$ cat config.mk
export PLATFORM = sky130hd
export DESIGN_NAME = local_alignment_score_row
export DESIGN_NICKNAME = d
export VERILOG_FILES = /design/src/sv/las_pkg.sv /design/src/sv/local_alignment_score_row.sv /design/src/sv/las_cell.sv
export VERILOG_INCLUDE_DIRS = /design/src /design/src/sv
export SDC_FILE = /design/constraint.sdc
export NUM_CORES = 1
export LEC_CHECK = 0
export ABC_AREA = 0
export BUFFER_PORTS_ARGS = -buffer_cell sky130_fd_sc_hd__buf_2
export CAP_MARGIN = 25
export CORE_ASPECT_RATIO = 1.2
export CORE_MARGIN = 2
export CORE_UTILIZATION = 55
export DETAILED_ROUTE_END_ITERATION = 12
export HOLD_SLACK_MARGIN = 0.1
export PLACE_DENSITY = 0.74
export SLEW_MARGIN = 25
export SYNTH_ARGS = -nofsm -noshare
export SYNTH_HDL_FRONTEND = slang
export SYNTH_SLANG_ARGS = --single-unit
$ cat constraint.sdc
create_clock -name clk -period 7.9 [get_ports clk]
set_input_delay 2.37 -clock clk [delete_from_list [all_inputs] [get_ports clk]]
set_output_delay 2.37 -clock clk [all_outputs]
set_load 0.005 [all_outputs]
$ cat src/sv/local_alignment_score_row_macros.svh
// Assertion macros shared by the alignment row engine.
// Each macro takes a label, a trigger condition and a consequence.
// Both macros sample on clk and are disabled during rst.
`ifndef LOCAL_ALIGNMENT_SCORE_ROW_MACROS_SVH
`define LOCAL_ALIGNMENT_SCORE_ROW_MACROS_SVH

`ifndef SYNTHESIS

// The consequence must hold in the same cycle as the trigger.
`define LAS_ASSERT_IMPLY(label, trig, cons) \
  label: assert property (@(posedge clk) disable iff (rst) (trig) |-> (cons)) \
    else $error("same-cycle check failed");

// The consequence must hold in the cycle after the trigger.
`define LAS_ASSERT_NEXT(label, trig, cons) \
  label: assert property (@(posedge clk) disable iff (rst) (trig) |=> (cons)) \
    else $error("next-cycle check failed");

`else

`define LAS_ASSERT_IMPLY(label, trig, cons)
`define LAS_ASSERT_NEXT(label, trig, cons)

`endif

`endif

$ cat src/sv/las_pkg.sv
`default_nettype none

package las_pkg;

  localparam int MAX_COLUMNS = 32;
  localparam int MAX_ROWS    = 4096;
  localparam int SYMBOL_BITS = 8;

  localparam int COL_IDX_W   = (MAX_COLUMNS > 1) ? $clog2(MAX_COLUMNS) : 1;
  localparam int ACT_W       = 7;
  localparam int ROW_W       = 13;
  localparam int SCORE_W     = 10;
  localparam int CALC_W      = SCORE_W + 2;
  localparam int SCORE_MAX   = (1 << SCORE_W) - 1;
  localparam int CFG_W       = 7;
  localparam int CFG_INDEX_W = 2;

  localparam logic [ACT_W-1:0] ACTIVE_RESET   = 7'd8;
  localparam logic [3:0]       MATCH_RESET    = 4'd1;
  localparam logic [4:0]       MISMATCH_RESET = 5'h1F;
  localparam logic [4:0]       GAP_RESET      = 5'h1F;

  localparam logic KIND_LOAD = 1'b0;
  localparam logic KIND_ROW  = 1'b1;

  typedef enum logic [CFG_INDEX_W-1:0] {
    CFG_ACTIVE_COLUMNS = 2'd0,
    CFG_MATCH          = 2'd1,
    CFG_MISMATCH       = 2'd2,
    CFG_GAP            = 2'd3
  } cfg_index_t;

  typedef enum logic [1:0] {
    DIR_NONE = 2'd0,
    DIR_UP   = 2'd1,
    DIR_LEFT = 2'd2,
    DIR_DIAG = 2'd3
  } dir_t;

  typedef enum logic {
    ST_IDLE,
    ST_ROW
  } state_t;

  typedef struct packed {
    logic       kind;
    logic [7:0] symbol;
    logic [5:0] load_column;
    logic       new_alignment;
  } in_word_t;

  typedef struct packed {
    logic [6:0]  column;
    logic [9:0]  score;
    logic [1:0]  direction;
    logic [9:0]  best_score;
    logic [12:0] best_row;
    logic [6:0]  best_col;
    logic        last;
  } out_word_t;

  typedef struct packed {
    logic [3:0] match_score;
    logic [4:0] mismatch_score;
    logic [4:0] gap_score;
  } cell_cfg_t;

  typedef struct packed {
    logic [SCORE_W-1:0] score;
    dir_t               dir;
  } cell_res_t;

endpackage

`default_nettype wire

$ cat src/sv/local_alignment_score_row.sv
// Smith-Waterman row engine with a linear gap penalty.
// The input channel (in_valid/in_ready/in_data) takes two kinds of word.
// A load word writes one reference symbol into the column store and gives
// no result. A row word carries one query symbol and gives one result word
// per active column, column 1 first, with the cell score, the traceback
// move, the running best score with its row and column, and a last flag on
// the final column. new_alignment on a row word clears the previous row,
// the row count and the best values before the row is scored.
// A row word is taken only while the engine is idle. Each column is read
// into registered data, scored by the cell stage and registered at the
// output; one result follows each cycle unless the receiver stalls, and the
// next word can be taken on the cycle after the final column is scored. Load
// words are taken back to back while idle. A stalled receiver holds the
// output register, which in turn freezes the memory reads and the cell stage
// until the word is taken. Reset restores the register defaults (8 columns,
// match 1, mismatch -1, gap -1) and clears the previous row, row count and
// best values at once. Registers are written through cfg_we, cfg_index and
// cfg_data, by the user only while idle; the block does not enforce this.
`default_nettype none

`include "local_alignment_score_row_macros.svh"

module local_alignment_score_row (
  input  logic                                clk,
  input  logic                                rst,
  input  logic                                in_valid,
  output logic                                in_ready,
  input  las_pkg::in_word_t                   in_data,
  output logic                                out_valid,
  input  logic                                out_ready,
  output las_pkg::out_word_t                  out_data,
  input  logic                                cfg_we,
  input  logic [las_pkg::CFG_INDEX_W-1:0]     cfg_index,
  input  logic [las_pkg::CFG_W-1:0]           cfg_data
);

  // Configuration registers.
  logic [las_pkg::ACT_W-1:0] active_columns;
  logic [3:0]                match_score;
  logic [4:0]                mismatch_score;
  logic [4:0]                gap_score;

  // Control state.
  las_pkg::state_t               state;
  las_pkg::state_t               state_next;
  logic                          issue_pending;
  logic [las_pkg::COL_IDX_W-1:0] issue_idx;
  logic [las_pkg::COL_IDX_W-1:0] last_idx;
  logic                          c_valid;
  logic [las_pkg::COL_IDX_W-1:0] c_idx;
  logic [las_pkg::SYMBOL_BITS-1:0] query_sym;

  // Memories and their registered read data.
  logic [las_pkg::SYMBOL_BITS-1:0] ref_mem  [las_pkg::MAX_COLUMNS];
  logic [las_pkg::SCORE_W-1:0]     prev_mem [las_pkg::MAX_COLUMNS];
  logic [las_pkg::MAX_COLUMNS-1:0] prev_valid;
  logic [las_pkg::SYMBOL_BITS-1:0] rd_ref;
  logic [las_pkg::SCORE_W-1:0]     rd_prev_raw;
  logic                            rd_valid;

  // Neighbors carried from the previous cell of the row.
  logic [las_pkg::SCORE_W-1:0] diag_score;
  logic [las_pkg::SCORE_W-1:0] left_nbr;

  // Running best values.
  logic [las_pkg::ROW_W-1:0]   row_count;
  logic [las_pkg::SCORE_W-1:0] top_score;
  logic [las_pkg::ROW_W-1:0]   top_row;
  logic [las_pkg::ACT_W-1:0]   top_col;

  logic                          in_fire;
  logic                          row_fire;
  logic                          load_fire;
  logic                          fresh;
  logic                          out_free;
  logic                          advance;
  logic                          issue;
  logic                          compute;
  logic                          row_done;
  logic [las_pkg::COL_IDX_W-1:0] last_idx_next;
  logic [las_pkg::ACT_W-1:0]     active_m1;
  logic [las_pkg::SCORE_W-1:0]   up_nbr;
  logic                          better;
  logic [las_pkg::ACT_W-1:0]     cur_col;
  las_pkg::cell_cfg_t            cell_cfg;
  las_pkg::cell_res_t            cell_out;

  assign in_ready  = (state == las_pkg::ST_IDLE);
  assign in_fire   = in_valid && in_ready;
  assign row_fire  = in_fire && (in_data.kind == las_pkg::KIND_ROW);
  assign load_fire = in_fire && (in_data.kind == las_pkg::KIND_LOAD);
  assign fresh     = row_fire && in_data.new_alignment;

  // The cell stage moves on when the output register is empty or draining,
  // and a new read is issued only when the cell stage can take its data.
  assign out_free = !out_valid || out_ready;
  assign advance  = !c_valid || out_free;
  assign issue    = (state == las_pkg::ST_ROW) && issue_pending && advance;
  assign compute  = c_valid && out_free;
  assign row_done = compute && (c_idx == last_idx);

  // Column count clamped to one through the store depth.
  assign active_m1 = active_columns - las_pkg::ACT_W'(1);
  always_comb begin
    priority if (active_columns == '0) begin
      last_idx_next = '0;
    end else if (active_columns > las_pkg::ACT_W'(las_pkg::MAX_COLUMNS)) begin
      last_idx_next = las_pkg::COL_IDX_W'(las_pkg::MAX_COLUMNS - 1);
    end else begin
      last_idx_next = active_m1[las_pkg::COL_IDX_W-1:0];
    end
  end

  // Configuration writes.
  always_ff @(posedge clk) begin
    if (rst) begin
      active_columns <= las_pkg::ACTIVE_RESET;
      match_score    <= las_pkg::MATCH_RESET;
      mismatch_score <= las_pkg::MISMATCH_RESET;
      gap_score      <= las_pkg::GAP_RESET;
    end else if (cfg_we) begin
      unique case (cfg_index)
        las_pkg::CFG_ACTIVE_COLUMNS: active_columns <= cfg_data[las_pkg::ACT_W-1:0];
        las_pkg::CFG_MATCH:          match_score    <= cfg_data[3:0];
        las_pkg::CFG_MISMATCH:       mismatch_score <= cfg_data[4:0];
        las_pkg::CFG_GAP:            gap_score      <= cfg_data[4:0];
        default: ;
      endcase
    end
  end

  // Row sequencer state.
  always_ff @(posedge clk) begin
    if (rst) begin
      state <= las_pkg::ST_IDLE;
    end else begin
      state <= state_next;
    end
  end

  always_comb begin
    state_next = state;
    unique case (state)
      las_pkg::ST_IDLE: begin
        if (row_fire) begin
          state_next = las_pkg::ST_ROW;
        end
      end
      las_pkg::ST_ROW: begin
        if (row_done) begin
          state_next = las_pkg::ST_IDLE;
        end
      end
      default: state_next = las_pkg::ST_IDLE;
    endcase
  end

  // Read issue counter and the cell stage valid flag.
  always_ff @(posedge clk) begin
    if (rst) begin
      issue_pending <= 1'b0;
      c_valid       <= 1'b0;
    end else begin
      if (row_fire) begin
        issue_pending <= 1'b1;
      end else if (issue && (issue_idx == last_idx)) begin
        issue_pending <= 1'b0;
      end
      if (advance) begin
        c_valid <= issue;
      end
    end
  end

  always_ff @(posedge clk) begin
    if (row_fire) begin
      issue_idx <= '0;
      last_idx  <= last_idx_next;
      query_sym <= in_data.symbol[las_pkg::SYMBOL_BITS-1:0];
    end else if (issue) begin
      issue_idx <= issue_idx + las_pkg::COL_IDX_W'(1);
    end
    if (issue) begin
      c_idx <= issue_idx;
    end
  end

  // Reference store: written by loads, read a column a cycle unless stalled.
  always_ff @(posedge clk) begin
    if (load_fire && ({1'b0, in_data.load_column} < las_pkg::ACT_W'(las_pkg::MAX_COLUMNS))) begin
      ref_mem[in_data.load_column[las_pkg::COL_IDX_W-1:0]] <=
        in_data.symbol[las_pkg::SYMBOL_BITS-1:0];
    end
    if (issue) begin
      rd_ref <= ref_mem[issue_idx];
    end
  end

  // Previous-row score store. A column is read in the same cycle as the cell
  // stage writes the column to its left, so a row never reads an entry in
  // the cycle it is rewritten; the old left value survives in diag_score.
  always_ff @(posedge clk) begin
    if (compute) begin
      prev_mem[c_idx] <= cell_out.score;
    end
    if (issue) begin
      rd_prev_raw <= prev_mem[issue_idx];
      rd_valid    <= prev_valid[issue_idx];
    end
  end

  // Entries not written since reset or the last new alignment read as zero.
  always_ff @(posedge clk) begin
    if (rst || fresh) begin
      prev_valid <= '0;
    end else if (compute) begin
      prev_valid[c_idx] <= 1'b1;
    end
  end

  assign up_nbr = rd_valid ? rd_prev_raw : '0;

  assign cell_cfg.match_score    = match_score;
  assign cell_cfg.mismatch_score = mismatch_score;
  assign cell_cfg.gap_score      = gap_score;

  las_cell u_cell (
    .diag (diag_score),
    .up   (up_nbr),
    .left (left_nbr),
    .same (rd_ref == query_sym),
    .cfg  (cell_cfg),
    .res  (cell_out)
  );

  // Column 1 sees zero diagonal and left neighbors.
  always_ff @(posedge clk) begin
    if (row_fire) begin
      diag_score <= '0;
      left_nbr   <= '0;
    end else if (compute) begin
      diag_score <= up_nbr;
      left_nbr   <= cell_out.score;
    end
  end

  assign better  = cell_out.score > top_score;
  assign cur_col = las_pkg::ACT_W'(c_idx) + las_pkg::ACT_W'(1);

  // Row count and the running best.
  always_ff @(posedge clk) begin
    if (rst) begin
      row_count <= '0;
      top_score <= '0;
      top_row   <= '0;
      top_col   <= '0;
    end else if (row_fire) begin
      if (fresh) begin
        row_count <= las_pkg::ROW_W'(1);
        top_score <= '0;
        top_row   <= '0;
        top_col   <= '0;
      end else if (row_count < las_pkg::ROW_W'(las_pkg::MAX_ROWS)) begin
        row_count <= row_count + las_pkg::ROW_W'(1);
      end
    end else if (compute && better) begin
      top_score <= cell_out.score;
      top_row   <= row_count;
      top_col   <= cur_col;
    end
  end

  // Output register.
  always_ff @(posedge clk) begin
    if (rst) begin
      out_valid <= 1'b0;
    end else if (compute) begin
      out_valid <= 1'b1;
    end else if (out_ready) begin
      out_valid <= 1'b0;
    end
  end

  always_ff @(posedge clk) begin
    if (compute) begin
      out_data.column     <= cur_col;
      out_data.score      <= cell_out.score;
      out_data.direction  <= cell_out.dir;
      out_data.best_score <= better ? cell_out.score : top_score;
      out_data.best_row   <= better ? row_count : top_row;
      out_data.best_col   <= better ? cur_col : top_col;
      out_data.last       <= (c_idx == last_idx);
    end
  end

  // Nothing is left in the cell stage once the engine reports idle.
  `LAS_ASSERT_IMPLY(a_idle_stage_empty, in_ready, !c_valid && !issue_pending)
  // Finishing the final column returns the engine to idle.
  `LAS_ASSERT_NEXT(a_row_done_idle, row_done, in_ready)
  // The reported best can never be below the cell just reported.
  `LAS_ASSERT_IMPLY(a_best_covers, out_valid, out_data.best_score >= out_data.score)
  // A result with the last flag set carries the final active column.
  `LAS_ASSERT_NEXT(a_last_column, row_done,
                   out_valid && out_data.last
                   && (out_data.column == las_pkg::ACT_W'($past(last_idx)) + las_pkg::ACT_W'(1)))

endmodule

`default_nettype wire

$ cat src/sv/las_cell.sv
`default_nettype none

// Scores one cell from its three neighbors and picks the traceback move.
module las_cell (
  input  logic [las_pkg::SCORE_W-1:0] diag,
  input  logic [las_pkg::SCORE_W-1:0] up,
  input  logic [las_pkg::SCORE_W-1:0] left,
  input  logic                        same,
  input  las_pkg::cell_cfg_t          cfg,
  output las_pkg::cell_res_t          res
);

  localparam int PadW = las_pkg::CALC_W - las_pkg::SCORE_W;

  logic signed [las_pkg::CALC_W-1:0] step;
  logic signed [las_pkg::CALC_W-1:0] gap_ext;
  logic signed [las_pkg::CALC_W-1:0] d;
  logic signed [las_pkg::CALC_W-1:0] u;
  logic signed [las_pkg::CALC_W-1:0] l;
  logic signed [las_pkg::CALC_W-1:0] s;
  logic signed [las_pkg::CALC_W-1:0] sat_lim;
  las_pkg::dir_t                     dir;

  always_comb begin
    step = same ? signed'({{(las_pkg::CALC_W - 4){1'b0}}, cfg.match_score})
                : signed'({{(las_pkg::CALC_W - 5){cfg.mismatch_score[4]}},
                           cfg.mismatch_score});
    gap_ext = signed'({{(las_pkg::CALC_W - 5){cfg.gap_score[4]}}, cfg.gap_score});
    d = signed'({{PadW{1'b0}}, diag}) + step;
    u = signed'({{PadW{1'b0}}, up}) + gap_ext;
    l = signed'({{PadW{1'b0}}, left}) + gap_ext;
    sat_lim = signed'(las_pkg::CALC_W'(las_pkg::SCORE_MAX));

    // Ties go to the diagonal first, then up, then left.
    priority if (d <= 0 && u <= 0 && l <= 0) begin
      s   = '0;
      dir = las_pkg::DIR_NONE;
    end else if (d >= u) begin
      if (d >= l) begin
        s   = d;
        dir = las_pkg::DIR_DIAG;
      end else begin
        s   = l;
        dir = las_pkg::DIR_LEFT;
      end
    end else if (u >= l) begin
      s   = u;
      dir = las_pkg::DIR_UP;
    end else begin
      s   = l;
      dir = las_pkg::DIR_LEFT;
    end

    res.dir   = dir;
    res.score = (s > sat_lim) ? las_pkg::SCORE_W'(las_pkg::SCORE_MAX)
                              : s[las_pkg::SCORE_W-1:0];
  end

endmodule

`default_nettype wire

==> summary.txt, run 1 <==
mux contribution to synthesized area -> 13.9%
Peak VDD IR -> 0.333 mV
data arrival time at the worst-slack endpoint -> 7.80 ns
total clock buffers created by CTS -> 77
dominant combinational cell family by area after synthesis -> multiplexers
share of synthesized cell area in full adder, half adder and majority cells -> 3.23%
Slew HR -> 29.1%
vias after detailed routing -> 18900
global route total overflow -> 0
share of final-layout standard cells stronger than drive strength 1 -> 24.4%
number of distinct library cells after synthesis -> 75
Critical Path Source -> query_sym[0]
setup slack at placement -> -0.00573 ns
HPWL Detailed -> 46400 um
clk slew on worst S/H paths -> 0.07 ns
clock insertion delay at the later pin of the skew report -> 0.62 ns
compound-cell area share of the yosys netlist -> 4.97%
maximum fanout encountered on the critical timing path -> 33
die area -> 0.0622 mm^2
instance count of the mapped netlist -> 2043
startpoint types -> register
Critical Path Most Common Cell -> sky130_fd_sc_hd__ha_1
Leak -> 12.1 nW
Synth Register Bits -> 785
synthesized-area fraction occupied by xor and xnor cells -> 1.56%
library cell occupying the most area in the post-synthesis netlist -> sky130_fd_sc_hd__edfxtp_1
Top-Level Pins -> 82
Setup crit end kind -> register
count of endpoints failing hold in the final timing report -> 0
pin count of the biggest net entering global routing -> 90
critical register-to-register path startpoint -> query_sym[0]
Crit Path Category -> reg -> reg
Cell Area, Synth -> 0.0331 mm^2
count of final setup violators -> 0
antenna violations before repair -> 0
leading post-synthesis cells by cell area -> sky130_fd_sc_hd__edfxtp_1 60%, sky130_fd_sc_hd__mux4_2 13%, sky130_fd_sc_hd__dfxtp_1 7.5%
Worst Path Required -> 8.41 ns
async set-reset flop share out of synthesis -> 0%
Post-synth EDFFs -> 661
main flop type after synthesis -> sky130_fd_sc_hd__edfxtp_1
highest attainable clock frequency -> 137 MHz
Starting DRT DRC Count -> 2135
post-layout minimum cycle time -> 7.28 ns
drt drc -> 0
global-route wire length before repair -> 116000 um
status -> finished clean
leading cell types by count after synthesis -> 661 x sky130_fd_sc_hd__edfxtp_1, 232 x sky130_fd_sc_hd__nor2_1, 190 x sky130_fd_sc_hd__mux4_2
root buf cell -> sky130_fd_sc_hd__clkbuf_16
stage delay of the slowest cell on the critical path -> 0.49 ns
number of warnings issued by yosys -> 0
startpoint of the tightest hold check path -> prev_valid[31]
Ant. Diodes -> 0
FILL cells -> 4160
worst hold slack after final layout -> 0.468 ns
type of the worst min-delay path -> reg -> reg
area share of the largest cell type after synthesis -> 59.9%
cell with the most instances after synthesis -> sky130_fd_sc_hd__edfxtp_1
Clock Path Buffers -> 3
worst clock skew -> 0.0242 ns
first-pass iteration count of the detailed router -> 5
number of cell rows -> 98
Final Max Slew Viols -> 0
ratio of final minimum period to clock period -> 92.2%
post-synthesis to final-layout area growth -> 12.2%
drt via density -> 6.27
# port buffers -> 79
CP max stage cell -> sky130_fd_sc_hd__or3_4
die width -> 228 um
number of global-route vias before repair -> 18600
power density of the placed cells -> 315 mW/mm^2
Max Cap Viol -> 0
syn avg cell area -> 16.2 um^2
final standard cell utilization of the core -> 62.4%
maximum level of the CTS H-tree -> 3
post-route ant nets -> 0
slew at the pin closest to its max-slew limit -> 1.06 ns
CTS tree -> done
post-detailed-routing wire length -> 76400 um
core area -> 0.0596 mm^2
Hold Buf Count CTS -> 0
final setup margin -> 0.616 ns
total number of clock tree sinks -> 785
post-synthesis simple-gate area fraction -> 7.06%
average wire length per cell after detail routing -> 25.4 um
unrepaired setup endpoints after global routing -> no
net count reported at finish -> 2262
Total Routing Usage GR -> 24.8%
routability cong. -> 0.906
starting utilization of the core area -> 55.6%
overall die height -> 273 um
sequential fraction of the synthesis area -> 67.4%
## layout by cell type, fill, tap and decap left out, types with 9 or more instances in the layout
cell type,count
sky130_fd_sc_hd__o31ai_2,17
sky130_fd_sc_hd__ha_1,79
sky130_fd_sc_hd__o22ai_1,11
sky130_fd_sc_hd__a21oi_1,53
sky130_fd_sc_hd__nor2_1,197
sky130_fd_sc_hd__and2_1,10
sky130_fd_sc_hd__nand3b_1,23
sky130_fd_sc_hd__a21o_1,13
sky130_fd_sc_hd__inv_1,48
sky130_fd_sc_hd__buf_4,34
sky130_fd_sc_hd__clkbuf_16,78
sky130_fd_sc_hd__xnor2_1,31
sky130_fd_sc_hd__nand2b_1,12
sky130_fd_sc_hd__or3_1,9
sky130_fd_sc_hd__o31ai_1,15
sky130_fd_sc_hd__dfxtp_1,119
sky130_fd_sc_hd__nand2_1,145
sky130_fd_sc_hd__nor3_1,15
sky130_fd_sc_hd__mux4_2,190
sky130_fd_sc_hd__a22oi_1,20
sky130_fd_sc_hd__o21ai_0,32
sky130_fd_sc_hd__mux2_2,23
sky130_fd_sc_hd__a211o_1,9
sky130_fd_sc_hd__nor2_2,34
sky130_fd_sc_hd__clkinv_2,14
sky130_fd_sc_hd__nand4_1,10
sky130_fd_sc_hd__clkbuf_8,13
sky130_fd_sc_hd__edfxtp_1,661
sky130_fd_sc_hd__clkbuf_1,12
sky130_fd_sc_hd__o211ai_1,10
sky130_fd_sc_hd__xor2_1,26
sky130_fd_sc_hd__nand3_1,20
sky130_fd_sc_hd__buf_2,79
## cell families after synthesis
kind of cell	Yosys count
DFF	785
and+or+nand+nor	522
AOI/OAI and AO/OA	231
muxes	221
buffers and inverters	140
adders and majority gates	84
xor gates and xnor gates	59
other	1
## metal layers
metal  share of wire [%]  wire length [um]  global-route usage (%)
met5                   0                 0                       0
met4                 3.1              2400                    8.93
met3                 7.8              5930                    3.83
met2                  48             36800                    39.3
met1                  41             31300                    35.4
## what timing repair did
action                     4_1_cts  5_1_grt
buffers inserted                 3        1
pin swaps                        1        1
resized for setup                1       11
setup endpoints to repair       14       57
gates cloned                     0        0
## worst max-delay path, delay by kind of cell (launching register included)
kind / cells / cell delay (ns)
fa+ha+maj: 3 / 1.00
simple gates: 11 / 2.07
mux: 1 / 0.35
compound gates: 11 / 2.08
flops: 1 / 0.40
xor+xnor: 2 / 0.47
buf+inv: 5 / 0.79
## flip-flops by register name (all words and copies together), names as in the netlist, 10 cells and up
signal / cells
prev_valid: 32
prev_mem: 320
left_nbr: 10
top_row: 13
top_score: 10
row_count: 13
out_data: 48
diag_score: 10
rd_prev_raw: 10
ref_mem: 256
## where the power goes
group	total [W]	switching, W	internal, W
registers	0.00523	0.0000356	0.00520
clock network	0.00366	0.00155	0.00211
logic	0.00281	0.00194	0.000862
total	0.0117	0.00353	0.00817
## final timing paths
path,to,slack [ns],depth (start not counted)
max,top_score[0],0.62,33
min,prev_valid[31],0.47,2
max reg2reg,top_score[0],0.62,33
min reg2reg,prev_valid[31],0.47,2
## per-stage QoR
step / instance area, um^2 / TNS (ns) / std cells / total power, W
final: 37200 / 0 / 3011 / 0.0117
after global routing: 37200 / 0 / 3011 / 0.0121
after CTS: 37100 / 0 / 3009 / 0.0117
after detailed placement: 34500 / -0.00573 / 2866 / 0.00796
after global placement: 34400 / 0 / 2865 / 0.00785
after floorplan: 33100 / 0 / 2044 / 0.00692
## area by class of cell
cell class	count	area (um^2)	share of cell area (%)
clock buffers	103	2180	5.85
clock inverters	37	357	0.959
inverters	49	184	0.495
multi-input cells	1119	10400	27.9
flip-flops and latches	785	22300	60.1
well taps	800	1000	2.69
repair buffers	118	758	2.04
(Power assumes the default switching activity.)
==> run 2: changes to the inputs <==
--- a/config.mk
+++ b/config.mk
@@ -14,7 +14,7 @@
 export CORE_UTILIZATION = 55
 export DETAILED_ROUTE_END_ITERATION = 12
 export HOLD_SLACK_MARGIN = 0.1
-export PLACE_DENSITY = 0.74
+export PLACE_DENSITY = 0.72
 export SLEW_MARGIN = 25
 export SYNTH_ARGS = -nofsm -noshare
 export SYNTH_HDL_FRONTEND = slang
==> constraint.sdc (replaced) <==
create_clock -name clk -period 8.55 [get_ports clk]
set_input_delay 2.565 -clock clk [delete_from_list [all_inputs] [get_ports clk]]
set_output_delay 2.565 -clock clk [all_outputs]
set_load 0.005 [all_outputs]
==> summary.txt, run 2 (same netlist as run 1, synthesis figures left out) <==
status -> finished clean (unchanged)
clk slew on worst S/H paths -> 0.06 ns (was 0.07 ns)
Max Cap Viol -> 0 (unchanged)
Critical Path Source -> query_sym[0] (unchanged)
vias after detailed routing -> 18600 (was 18900)
net count reported at finish -> 2261 (was 2262)
category of cells accounting for the largest share of critical-path delay -> compound AO/OA/AOI/OAI gates (unchanged)
post-layout minimum cycle time -> 7.77 ns (was 7.28 ns)
setup total negative slack -> 0 ns (unchanged)
CP Buf/Inv Count -> 3 (was 5)
count of endpoints failing hold in the final timing report -> 0 (unchanged)
Slew HR -> 29.1% (about the same)
antenna violations before repair -> 0 (unchanged)
Total Routing Usage GR -> 23.4% (was 24.8%)
total number of clock tree sinks -> 785 (unchanged)
post-route ant nets -> 0 (unchanged)
busiest metal layer after global routing -> met2 (unchanged)
Starting DRT DRC Count -> 1989 (was 2135)
CP max stage cell -> sky130_fd_sc_hd__a221oi_1 (was sky130_fd_sc_hd__or3_4)
commonest non-fill, non-tap cell in the layout -> sky130_fd_sc_hd__edfxtp_1 (unchanged)
overall die height -> 273 um (unchanged)
routability cong. -> 0.909 (was 0.906)
total clock buffers created by CTS -> 75 (was 77)
power after layout -> 0.0106 W (was 0.0117 W)
max FFs per register -> 320 (unchanged)
Critical Path Most Common Cell -> sky130_fd_sc_hd__nor2_1 (was sky130_fd_sc_hd__ha_1)
type of the worst min-delay path -> reg -> reg (unchanged)
final standard cell utilization of the core -> 62.1% (was 62.4%)
Leak -> 12.1 nW (about the same)
number of global-route vias before repair -> 18300 (was 18600)
met2 track utilization from global routing -> 37.2% (was 39.3%)
post-synthesis to final-layout area growth -> 11.8% (was 12.2%)
Clock Path Buffers -> 3 (unchanged)
die area -> 0.0622 mm^2 (unchanged)
count of final setup violators -> 0 (unchanged)
Peak VDD IR -> 0.283 mV (was 0.333 mV)
core area -> 0.0596 mm^2 (unchanged)
ratio of final minimum period to clock period -> 90.9% (was 92.2%)
fraction of met3 tracks used by global routing -> 3.74% (was 3.83%)
stage delay of the slowest cell on the critical path -> 0.58 ns (was 0.49 ns)
global route total overflow -> 0 (unchanged)
global-route wire length before repair -> 111000 um (was 116000 um)
Final Max Slew Viols -> 0 (unchanged)
startpoint of the tightest hold check path -> prev_valid[10] (was prev_valid[31])
drt via density -> 6.16 (was 6.27)
Crit Path Category -> reg -> reg (unchanged)
root buf cell -> sky130_fd_sc_hd__clkbuf_16 (unchanged)
share of final-layout standard cells stronger than drive strength 1 -> 22.9% (was 24.4%)
critical register-to-register path startpoint -> query_sym[0] (unchanged)
drt drc -> 0 (unchanged)
startpoint types -> register (unchanged)
FILL cells -> 4280 (was 4160)
maximum fanout encountered on the critical timing path -> 20 (was 33)
power density of the placed cells -> 286 mW/mm^2 (was 315 mW/mm^2)
die width -> 228 um (unchanged)
Hold Buf Count CTS -> 0 (unchanged)
starting utilization of the core area -> 55.6% (unchanged)
Setup crit end kind -> register (unchanged)
worst clock skew -> 0.0228 ns (was 0.0242 ns)
post-detailed-routing wire length -> 72200 um (was 76400 um)
first-pass iteration count of the detailed router -> 5 (unchanged)
data arrival time at the worst-slack endpoint -> 8.24 ns (was 7.80 ns)
GR Util met1 -> 33.5% (was 35.4%)
number of cell rows -> 98 (unchanged)
most used cells in the layout excluding fill and tap cells -> 661 x sky130_fd_sc_hd__edfxtp_1, 211 x sky130_fd_sc_hd__nor2_1, 190 x sky130_fd_sc_hd__mux4_2 (was 661 x sky130_fd_sc_hd__edfxtp_1, 197 x sky130_fd_sc_hd__nor2_1, 190 x sky130_fd_sc_hd__mux4_2)
slew at the pin closest to its max-slew limit -> 1.06 ns (about the same)
clock insertion delay at the later pin of the skew report -> 0.62 ns (about the same)
sequential cell area in the final layout -> 0.0223 mm^2 (unchanged)
multi-input combinational cell area -> 0.0103 mm^2 (was 0.0104 mm^2)
CTS tree -> done (unchanged)
HPWL Detailed -> 46300 um (was 46400 um)
largest register by flop count -> prev_mem (unchanged)
average wire length per cell after detail routing -> 24.0 um (was 25.4 um)
# port buffers -> 79 (unchanged)
pin count of the biggest net entering global routing -> 92 (was 90)
Top-Level Pins -> 82 (unchanged)
Worst Path Required -> 9.01 ns (was 8.41 ns)
unrepaired setup endpoints after global routing -> no (unchanged)
highest attainable clock frequency -> 129 MHz (was 137 MHz)
maximum level of the CTS H-tree -> 3 (unchanged)
run 2: changes by cell type in the layout (fill, tap and decap cells not counted), moves of 3 or more:
cell                       previous run  this run
sky130_fd_sc_hd__nor2_1             197       211
sky130_fd_sc_hd__nor2_2              34        21
sky130_fd_sc_hd__clkbuf_8            13         6
sky130_fd_sc_hd__clkinv_2            14         9
sky130_fd_sc_hd__clkinv_1             7        14
sky130_fd_sc_hd__clkbuf_1            12        17
sky130_fd_sc_hd__inv_6                4         1
run 2: routing by layer:
layer	wire length (um)	vias to the layer above
li1	-	8153
met1	30600	9514
met4	2060	0
met5	0	-
met2	34500	771
met3	5080	117
run 2: worst paths after layout:
path | cells past startpoint | slack (ns) | end
worst max-delay path | 33 | 0.78 | top_row[7]
worst min-delay path | 2 | 0.47 | prev_valid[10]
worst max register to register | 33 | 0.78 | top_row[7]
worst min register to register | 2 | 0.47 | prev_valid[10]
run 2: worst reg2reg max path, delay by kind of cell (launching register included):
family / cells / cell delay [ns]
simple gates: 10 / 1.96
xor+xnor: 2 / 0.60
buf+inv: 3 / 0.57
compound gates: 13 / 2.61
flops: 1 / 0.39
mux: 1 / 0.39
fa+ha+maj: 4 / 1.13
run 2: layout make-up:
| type | count | share of cell area, % |
|---|---|---|
| diodes | 1 | 0.00676 |
| clock buffers | 99 | 5.53 |
| clock inverters | 40 | 1.24 |
| inverters | 49 | 0.497 |
| multi-input cells | 1119 | 27.7 |
| flip-flops and latches | 785 | 60.3 |
| well taps | 800 | 2.70 |
| repair buffers | 119 | 1.95 |
run 2: timing repair:
action                     in CTS  in global routing
hold endpoints to repair        0                  0
setup buffers                   0                  2
resized for setup               0                  2
setup endpoints to repair       0                 39
run 2: per-stage QoR:
step	instances	area [um^2]	setup WS, ns	hold WS [ns]
final	3012	37000	0.777	0.468
after global routing	3011	37000	0.157	0.490
after CTS	3002	36900	0.431	0.472
after detailed placement	2863	34400	0.423	0.458
after global placement	2862	34400	0.749	0.445
after floorplan	2044	33100	0.521	0.406
run 2: power breakdown:
part | switching (W) | internal (W)
clock network | 0.00142 | 0.00192
logic | 0.00172 | 0.000698
registers | 0.0000322 | 0.00480
total | 0.00318 | 0.00743
